==> src/design/rpn_pkg.sv <==
// Shared types and constants for the RPN stack calculator.
package rpn_pkg;

	localparam int STACK_DEPTH = 16;
	localparam int DATA_W      = 32;
	localparam int ACT_W       = 3;
	localparam int OUT_CNT_W   = 5;
	localparam int CNT_W       = $clog2(STACK_DEPTH + 1);
	localparam int ADDR_W      = $clog2(STACK_DEPTH);

	typedef enum logic [ACT_W-1:0] {
		ACT_PUSH = 3'd0,
		ACT_PEEK = 3'd1,
		ACT_ADD  = 3'd2,
		ACT_SUB  = 3'd3,
		ACT_XCHG = 3'd4
	} action_t;

	typedef enum logic [1:0] {
		ST_OK    = 2'd0,
		ST_FULL  = 2'd1,
		ST_EMPTY = 2'd2,
		ST_ONE   = 2'd3
	} status_t;

	typedef enum logic {
		S_IDLE = 1'b0,
		S_EXEC = 1'b1
	} ctrl_state_t;

	typedef struct packed {
		logic    capture;
		logic    done;
		logic    push;
		logic    add;
		logic    sub;
		logic    xchg;
		status_t status;
	} dp_cmd_t;

	typedef struct packed {
		logic empty;
		logic single;
		logic full;
	} dp_stat_t;

endpackage

==> src/design/rpn_ram.sv <==
// Generic single-write, single-read RAM with registered read data.
module rpn_ram #(
	parameter int WIDTH = 32,
	parameter int DEPTH = 16
) (
	input  logic                     clk,
	input  logic                     we,
	input  logic [$clog2(DEPTH)-1:0] waddr,
	input  logic [WIDTH-1:0]         wdata,
	input  logic                     re,
	input  logic [$clog2(DEPTH)-1:0] raddr,
	output logic [WIDTH-1:0]         rdata
);

	logic [WIDTH-1:0] mem_q [DEPTH];

	always_ff @(posedge clk) begin
		if (we) begin
			mem_q[waddr] <= wdata;
		end
		if (re) begin
			rdata <= mem_q[raddr];
		end
	end

endmodule

==> src/design/rpn_ctrl.sv <==
// Controller state machine: request capture, command decode and result strobe.
module rpn_ctrl import rpn_pkg::*; (
	input  logic             clk,
	input  logic             arst_n,
	input  logic             start,
	input  logic [ACT_W-1:0] action,
	input  dp_stat_t         stat,
	output logic             busy,
	output dp_cmd_t          cmd
);

	ctrl_state_t      state_q, state_d;
	logic [ACT_W-1:0] act_q;

	always_ff @(posedge clk or negedge arst_n) begin
		if (!arst_n) begin
			state_q <= S_IDLE;
			act_q   <= '0;
		end else begin
			state_q <= state_d;
			if (cmd.capture) begin
				act_q <= action;
			end
		end
	end

	always_comb begin
		state_d     = state_q;
		busy        = 1'b0;
		cmd         = '0;
		cmd.status  = ST_OK;
		case (state_q)
			S_IDLE: begin
				cmd.capture = start;
				if (start) begin
					state_d = S_EXEC;
				end
			end
			S_EXEC: begin
				busy     = 1'b1;
				cmd.done = 1'b1;
				state_d  = S_IDLE;
				case (act_q)
					ACT_PUSH: begin
						if (stat.full) begin
							cmd.status = ST_FULL;
						end else begin
							cmd.push = 1'b1;
						end
					end
					ACT_PEEK: begin
						if (stat.empty) begin
							cmd.status = ST_EMPTY;
						end
					end
					ACT_ADD, ACT_SUB, ACT_XCHG: begin
						if (stat.empty) begin
							cmd.status = ST_EMPTY;
						end else if (stat.single) begin
							cmd.status = ST_ONE;
						end else begin
							cmd.add  = (act_q == ACT_ADD);
							cmd.sub  = (act_q == ACT_SUB);
							cmd.xchg = (act_q == ACT_XCHG);
						end
					end
					default: begin
						cmd.status = ST_OK;
					end
				endcase
			end
			default: begin
				state_d = S_IDLE;
			end
		endcase
	end

endmodule

==> src/design/rpn_dp.sv <==
// Datapath: cached top entry, entry count, stack memory, adder and result registers.
module rpn_dp import rpn_pkg::*; (
	input  logic                     clk,
	input  logic                     arst_n,
	input  logic signed [DATA_W-1:0] push_value,
	input  dp_cmd_t                  cmd,
	output dp_stat_t                 stat,
	output logic                     done,
	output logic [1:0]               status,
	output logic signed [DATA_W-1:0] top_value,
	output logic [OUT_CNT_W-1:0]     entry_count
);

	logic [CNT_W-1:0]  count_q, count_d;
	logic [DATA_W-1:0] top_q, top_d;
	logic [DATA_W-1:0] value_q;
	logic [DATA_W-1:0] second;
	logic [ADDR_W-1:0] below_addr, top_addr, waddr;
	logic              we;
	logic [DATA_W:0]   sum;
	logic [DATA_W-1:0] sat;
	logic              done_q;
	status_t           res_status_q;
	logic [DATA_W-1:0] res_top_q;
	logic [CNT_W-1:0]  res_cnt_q;

	assign below_addr = ADDR_W'(count_q - CNT_W'(2));
	assign top_addr   = ADDR_W'(count_q - CNT_W'(1));

	assign stat.empty  = (count_q == '0);
	assign stat.single = (count_q == CNT_W'(1));
	assign stat.full   = (count_q == CNT_W'(STACK_DEPTH));

	// spill old top below on push, park old top in second's slot on exchange
	assign we    = (cmd.push && !stat.empty) || cmd.xchg;
	assign waddr = cmd.xchg ? below_addr : top_addr;

	rpn_ram #(
		.WIDTH(DATA_W),
		.DEPTH(STACK_DEPTH)
	) u_ram (
		.clk   (clk),
		.we    (we),
		.waddr (waddr),
		.wdata (top_q),
		.re    (cmd.capture),
		.raddr (below_addr),
		.rdata (second)
	);

	always_comb begin
		if (cmd.sub) begin
			sum = {second[DATA_W-1], second} - {top_q[DATA_W-1], top_q};
		end else begin
			sum = {second[DATA_W-1], second} + {top_q[DATA_W-1], top_q};
		end
		if (sum[DATA_W] != sum[DATA_W-1]) begin
			sat = {sum[DATA_W], {(DATA_W-1){~sum[DATA_W]}}};
		end else begin
			sat = sum[DATA_W-1:0];
		end
	end

	always_comb begin
		top_d   = top_q;
		count_d = count_q;
		if (cmd.push) begin
			top_d   = value_q;
			count_d = count_q + CNT_W'(1);
		end else if (cmd.add || cmd.sub) begin
			top_d   = sat;
			count_d = count_q - CNT_W'(1);
		end else if (cmd.xchg) begin
			top_d = second;
		end
	end

	always_ff @(posedge clk or negedge arst_n) begin
		if (!arst_n) begin
			count_q <= '0;
			done_q  <= 1'b0;
		end else begin
			done_q <= cmd.done;
			if (cmd.done) begin
				count_q <= count_d;
			end
		end
	end

	always_ff @(posedge clk) begin
		if (cmd.capture) begin
			value_q <= push_value;
		end
		if (cmd.done) begin
			top_q        <= top_d;
			res_status_q <= cmd.status;
			res_top_q    <= (count_d == '0) ? '0 : top_d;
			res_cnt_q    <= count_d;
		end
	end

	assign done        = done_q;
	assign status      = res_status_q;
	assign top_value   = res_top_q;
	assign entry_count = OUT_CNT_W'(res_cnt_q);

endmodule

==> src/design/rpn_stack_calculator.sv <==
// Top level of the RPN stack calculator: controller plus datapath.
//
//   channel   | handshake        | payload
//   ----------+------------------+-----------------------------------
//   request   | start / busy     | action, push_value
//   result    | done (1 cycle)   | status, top_value, entry_count
//
// For each request, the accept cycle reads the entry below the top from
// the stack RAM, and the next cycle executes and updates.
// The result shows the cycle after that, while a new request may be taken.
// Reset clears the entry count and the controller; no clearing pass is run.
// The receiver cannot stall; done is a one-cycle strobe.
module rpn_stack_calculator import rpn_pkg::*; (
	input  logic                     clk,
	input  logic                     arst_n,
	input  logic                     start,
	output logic                     busy,
	input  logic [ACT_W-1:0]         action,
	input  logic signed [DATA_W-1:0] push_value,
	output logic                     done,
	output logic [1:0]               status,
	output logic signed [DATA_W-1:0] top_value,
	output logic [OUT_CNT_W-1:0]     entry_count
);

	dp_cmd_t  cmd;
	dp_stat_t stat;

	rpn_ctrl u_ctrl (
		.clk    (clk),
		.arst_n (arst_n),
		.start  (start),
		.action (action),
		.stat   (stat),
		.busy   (busy),
		.cmd    (cmd)
	);

	rpn_dp u_dp (
		.clk         (clk),
		.arst_n      (arst_n),
		.push_value  (push_value),
		.cmd         (cmd),
		.stat        (stat),
		.done        (done),
		.status      (status),
		.top_value   (top_value),
		.entry_count (entry_count)
	);

endmodule

==> config.mk <==
export PLATFORM = sky130hd
export DESIGN_NAME = rpn_stack_calculator
export DESIGN_NICKNAME = d
export VERILOG_FILES = /design/src/design/rpn_pkg.sv /design/src/design/rpn_ram.sv /design/src/design/rpn_ctrl.sv /design/src/design/rpn_dp.sv /design/src/design/rpn_stack_calculator.sv
export SDC_FILE = /design/constraint.sdc
export NUM_CORES = 1
export LEC_CHECK = 0
export BUFFER_PORTS_ARGS = -buffer_cell sky130_fd_sc_hd__buf_4
export CORE_UTILIZATION = 47
export DETAILED_ROUTE_END_ITERATION = 12
export PLACE_DENSITY = 0.75
export REMOVE_ABC_BUFFERS = 1
export SLEW_MARGIN = 25
export SYNTH_ARGS = -nofsm -noshare
export SYNTH_HDL_FRONTEND = slang
export SYNTH_SLANG_ARGS = --single-unit
==> constraint.sdc <==
create_clock -name clk -period 5.27 [get_ports clk]
set_clock_uncertainty 0.15 [all_clocks]
set_input_delay 0.527 -clock clk [delete_from_list [all_inputs] [get_ports clk]]
set_output_delay 0.527 -clock clk [all_outputs]
set_load 0.1 [all_outputs]
==> Word-level counts from Yosys, hierarchy flattened <==
Memories as Yosys holds them, arrays and structs flattened. A register that Yosys moved wholly into a read port is not among the register bits.
Cells that the tools add are included.
W data, S select, Z words.
{ "classes": {"n_addsub": 5, "n_eq_ne": 7, "mux": 25, "bitwise_logic": 2, "n_reduce_logical": 8} }
{ "ops": {"columns": ["cell", "n"], "rows": [
  ["$mux W32", 4],
  ["$add A32 B32 Y33", 1],
  ["$mux W33", 1],
  ["$sub A32 B32 Y33", 1],
  ["$logic_not A5 Y1", 2],
  ["$mux W5", 2],
  ["$mux W3", 3],
  ["$mux W1", 8],
  ["$mux W7", 1],
  ["$eq A3 B2 Y1 const B", 2],
  ["$mux W2", 3],
  ["$pmux W2 S3", 1],
  ["$add A5 B1 Y5 const B", 1],
  ["$eq A5 B1 Y1 const B", 1],
  ["$eq A5 B5 Y1 const B", 1],
  ["$sub A5 B1 Y5 const B", 1],
  ["$mux W4", 1],
  ["$sub A4 B2 Y4 const B", 1],
  ["$eq A3 B1 Y1 const B", 1],
  ["$eq A3 B3 Y1 const B", 1],
  ["$logic_not A3 Y1", 1],
  ["$reduce_or A3 Y1", 1],
  ["$logic_or A1 B1 Y1", 2],
  ["$not A1 Y1", 2],
  ["4 further kinds", 4]
]} }
{ "word_totals": {"register_bits": 113, "ram_bits": 512, "word_cells": 57, "memories": 1} }
{ "memory_table": {"columns": ["name", "words", "word_bits", "read_ports", "rd_ports_with_merged_regs", "write_ports", "line_no", "rtl"], "rows": [
  ["u_dp.u_ram.mem_q", 16, 32, 1, 1, 1, "rpn_ram.sv:15", "logic [WIDTH-1:0] mem_q [DEPTH];"]
]} }

==> Longest topological paths before layout <==
{ "logic_depth": {"depth_word": 10, "depth_mapped": 23, "mapped_depth_nobuf": 18} }

==> Modules after synthesis <==
Synthesis repeated with hierarchy kept, for this count alone.
{ "unflattened": {"hier_cells": 1658, "hier_area_um2": 28383.5} }
{ "modules_own_cells": {"columns": ["module", "n_inst", "cells_each", "area_per_inst_um2"], "rows": [
  ["rpn_ram", 1, 838, 20174.3],
  ["rpn_dp", 1, 790, 7928.9],
  ["rpn_ctrl", 1, 30, 280.3]
]} }

==> Least setup slack after synthesis <==
No wires, ideal clock.
{ "synth_timing": {"path_type": "register -> register", "start": "register u_ctrl.state_q", "end": "register u_dp.res_top_q[2] (netlist: u_dp.top_value[2]) (data pin)", "setup_ns": 0.268, "arrival_ns": 6.004, "required_ns": 4.852, "path_slack_ns": -1.152, "stages_incl_launch_ff": 18, "n_path_buf": 4, "synth_period_minus_slack_ns": 6.422, "cell_sequence": "dfrtp_1 > and4b_1 > o21a_1 > clkbuf_1 > a21oi_1 > xnor2_1 > ha_1 > clkbuf_1 > a21o_1 > a31oi_1 > o31ai_1 > o2111a_1 > nor3_1 > or3_4 > buf_6 > buf_6 > a22oi_1 > nor3_1"} }
{ "synth_between": {"elab_chain_cells": 6, "elab_cells_between_ends": 12} }
{ "synth_lines": {"columns": ["element", "line_no", "rtl"], "rows": [
  ["start: declaration", "rpn_ctrl.sv:12", "ctrl_state_t state_q, state_d;"],
  ["start signal: assignment", "rpn_ctrl.sv:20", "state_q <= state_d;"],
  ["$mux W7 (*)", "rpn_ctrl.sv:32", "case (state_q)"],
  ["$mux W33", "rpn_dp.sv:52", "if (cmd.sub) begin"],
  ["$ne A1 B1 Y1 / $not A1 Y1 (equally long branches)", "rpn_dp.sv:57, rpn_dp.sv:58", null],
  ["$mux W32", "rpn_dp.sv:57", "if (sum[DATA_W] != sum[DATA_W-1]) begin"],
  ["$mux W32", "rpn_dp.sv:70", "end else if (cmd.add || cmd.sub) begin"],
  ["$mux W32", "rpn_dp.sv:67", "if (cmd.push) begin"],
  ["end signal: assignment", "rpn_dp.sv:97", "res_top_q <= (count_d == '0) ? '0 : top_d;"],
  ["end: declaration", "rpn_dp.sv:24", "logic [DATA_W-1:0] res_top_q;"]
]} }
Mark *: on every way between the ends. The rest lies on a longest branch, timed or not.
A chain may end at the register's enable or synchronous reset.

==> Worst setup path in the final report <==
{ "layout_timing": {"start": "register u_dp.top_q[1]", "end": "register u_dp.res_top_q[10] (netlist: u_dp.top_value[10]) (data pin)"} }
{ "layout_between": {"elab_chain_cells": 6, "elab_cells_between_ends": 8} }
{ "layout_lines": {"columns": ["element", "line_no", "rtl"], "rows": [
  ["start: declaration", "rpn_dp.sv:15", "logic [DATA_W-1:0] top_q, top_d;"],
  ["start signal: assignment", "rpn_dp.sv:95", "top_q <= top_d;"],
  ["$add A32 B32 Y33 / $sub A32 B32 Y33 (equally long branches)", "rpn_dp.sv:55, rpn_dp.sv:53", null],
  ["$mux W33 (*)", "rpn_dp.sv:52", null],
  ["$ne A1 B1 Y1 / $not A1 Y1 (equally long branches)", "rpn_dp.sv:57, rpn_dp.sv:58", null],
  ["$mux W32 (*)", "rpn_dp.sv:57", null],
  ["$mux W32 (*)", "rpn_dp.sv:70", null],
  ["$mux W32 (*)", "rpn_dp.sv:67", null],
  ["named net u_dp.top_d[10]", "rpn_dp.sv:15", null]
]} }
The timed path passes the listed nets; every way through them passes the cells marked *.

==> flow_summary.ini <==
[power_and_ir_drop]
peakVddDrop_uv = 512.9
total_power_mw = 19.33
p_int_mw = 12.50
cellPowerDensity_nw_per_um2 = 584.0
total_leakage_power_nw = 10.99
netSwitchingFraction_pct = 35.37
comb_power_share_pct = 40.3
p_seq_share_pct = 36.5
p_clk_share_pct = 23.1
netSwitchingPower_mw = 6.838

[sta]
maxSlewHeadroom_pct = 29.70
fmax_mhz = 190.2
min_period_ns = 5.258
fin_ws_ns = 0.01247
finalHoldViolCount = 0
finalSetupViolations = 0
worstMarginPinSlew_ns = 1.050
rsz0062_at_grt = true
finalCritPeriodShare_pct = 99.76
slew_viol_final = 0

[route]
drtIter0Drc = 1810
met3_length_mm = 5.497
drc = 0
vias = 16140
wl_met1_mm = 28.56
dr.pass1.iters = 5
ant_nets = 0
viasPerCell = 6.147
totalWireLength_mm = 70.74
wl_met2_mm = 34.73
dr.max_layer_used = met4
wl_per_cell_um = 26.95

[floorplan]
die_h_um = 245.6
rows = 88
die_area_um2 = 60310
start_util_pct = 47.97
pin_count = 79
core_um2 = 58140
die_x_um = 245.6

[cts]
clk_latency_ns = 0.60
clk_pin_slew_ns = 0.06
cts.htree.levels = 3
cts_sinks = 657
clock-root-buffer = clkbuf_16
clockBufferDepth = 3
cts-buffers-inserted = 68
cts_tree = yes

[critical_path]
cp.required_ns = 5.45
arrival_ns = 5.44
cp_slowest_stage_delay_ns = 0.53
r2r_cells = 20
r2r_slack_ns = 0.01
reg2reg_from = u_dp.top_q[1]
cp-startpoint = u_dp.top_q[1]
critical_path.most_common_cell = o21ai_1
cpLargestDelayFamily = simple AND/OR/NAND/NOR gates
cp_slowest_cell = or4_4
cp-start-kind = flop
end_kind = flop
critPathKind = flop to flop
cp_num_buf_inv = 3
crit_fanout = 6
worstPathCellList = inv_2 > ha_4 > or4b_4 > or4_4 > nor4_4 > buf_4 > nand3b_1 > o41ai_2 > xor2_1 > ha_2 > a21oi_2 > o21ai_1 > a31oi_1 > o21ai_1 > a31oi_2 > mux2i_2 > or3_4 > buf_6 > a22o_1 > nor2b_1
path_depth = 20

[placed_design]
dpl.hpwl_mm = 41.57
gp_congestion = 0.9635
dp_slack_ns = -0.2061
port_buffers = 78
dpl_cell_area_um2 = 30220

[yosys]
synth_area_leaders = edfxtp_1 (70%), mux4_2 (13%), ha_1 (1.8%)
avgSynthCellArea_um2 = 17.54
ys_dominant_reg_cell = edfxtp_1
synthArstFlopShare_pct = 1.522
synth_common_cells = edfxtp_1 (647), mux4_2 (160), nor2_1 (118)
synth_cell_types = 66
synthesis.area_um2 = 27890
yosysSeqAreaShare_pct = 70.56
synth.most_common_cell = edfxtp_1
yosysTopAreaCellShare_pct = 69.67
synth_seq_cells = 657
synth_edf_count = 647
syn_inst = 1590
ys_warn_count = 0
synth_top_cell_by_area = edfxtp_1

[worst_hold_path]
min_path_cells = 2
min_from = action[2]
hold_class = input port to flop

[flow_run]
cap_violations = 0

[cells_and_area]
area_growth_pct = 18.71
fin_area_um2 = 33110
post-route-util_pct = 56.95
n_antenna_cell = 0
nNetsFinal = 1893
drive_gt1_share_pct = 28.60

[global_routing]
grt_first_pass_wirelength_mm = 103.8
grt_max_degree = 134
overflow = 0
grt_pass1_vias = 16060
antenna_found_initial = 0
grt_use_total_pct = 23.72

[outcome]
status = complete, no violations
-- per-layer routing --
metal	track usage, %	up-vias
li1	-	6849
met3	4.333	131
met4	7.307	0
met2	38.30	799
met1	32.86	8356
met5	0	-
-- through the flow --
| stage | TNS (ns) | hold WS (ns) | instances |
|---|---|---|---|
| finish | 0 | 0.03222 | 2625 |
| global route | -2.925 | 0.01357 | 2625 |
| CTS | 0 | 0.002152 | 2616 |
| detailed placement | -7.061 | 0.2140 | 2455 |
| global placement | -1.058 | 0.2113 | 2453 |
| floorplan | -2753.46 | 0.08141 | 1515 |
-- worst register-to-register path: cells and delay by family, from the launching register on --
kind	cells	cell delay [ns]
fa+ha+maj	2	0.48
compound gates	7	1.27
flops	1	0.40
simple gates	6	1.91
xor+xnor	1	0.21
mux	1	0.16
buf+inv	3	0.43
-- path summary, 6_finish.rpt --
| kind | endpoint |
|---|---|
| min in group asynchronous | u_dp.count_q[3] |
| setup reg to reg | u_dp.top_value[10] |
| setup / recovery | u_dp.top_value[10] |
| hold / removal | u_ctrl.act_q[2] |
| max in group asynchronous | u_dp.count_q[0] |
| hold reg to reg | u_ctrl.act_q[0] |
-- registers in the layout (all words and copies together), names as in the netlist --
name and flops:
u_dp.value_q 32, u_dp.count_q 5, u_dp.top_q 32, u_dp.entry_count 5, u_dp.done 1, u_dp.u_ram.mem_q 512
u_dp.u_ram.rdata 32, u_dp.top_value 32, u_ctrl.act_q 3, u_dp.status 2, u_ctrl.state_q 1
-- power by group through the flow --
stage	Combinational [mW]	Clock (mW)	Sequential, mW
CTS	7.46	4.54	7.06
detailed placement	7.29	0	7.15
floorplan	4.39	0	8.01
global route	8.29	4.72	7.10
global placement	7.11	0	7.14
finish	7.80	4.47	7.07
-- kinds of logic after synthesis --
logic type / after synthesis / share of synthesized area, %
flip-flops: 657 / 70.56
multiplexers: 169 / 13.26
AO/OA/AOI/OAI: 206 / 4.792
XOR/XNOR: 68 / 2.136
AND/OR/NAND/NOR: 357 / 6.034
adder cells (fa/ha/maj): 41 / 1.866
buffers and inverters: 92 / 1.350
-- layout make-up --
type | count | area (µm²)
fillers | 4352 | 25030
clock buffers | 90 | 1848
clock inverters | 26 | 178.9
multi-input cells | 842 | 8322
flip-flops and latches | 657 | 19690
repair buffers | 228 | 2046
well taps | 765 | 957.2
inverters | 17 | 63.81
-- what timing repair did --
item | CTS | global route
endpoints found under the setup margin | 63 | 64
gates resized for setup | 8 | 71
buffers inserted | 9 | 9
hold endpoints to repair | 44 | 0
hold buffers | 35 | 0
pin swaps | 3 | 38
gates cloned | 1 | 0
-- placed cells by master, fill, tap and decap left out, types with 7 or more instances in the layout --
cell	n
a21o_1	9
a21oi_1	47
a21oi_2	7
a22oi_2	16
a31oi_1	18
buf_12	15
buf_4	171
clkbuf_1	19
clkbuf_16	71
clkinv_1	14
dfrtp_1	7
dlygate4sd3_1	35
edfxtp_1	647
ha_1	36
inv_1	15
mux4_2	160
nand2_1	93
nand2b_1	9
nand3_1	30
nor2_1	100
nor2_4	17
nor2b_1	9
nor3_1	38
o211ai_1	10
o21a_1	7
o21ai_0	33
xnor2_1	41
xor2_1	26
Power figures use the tool's default switching activity.
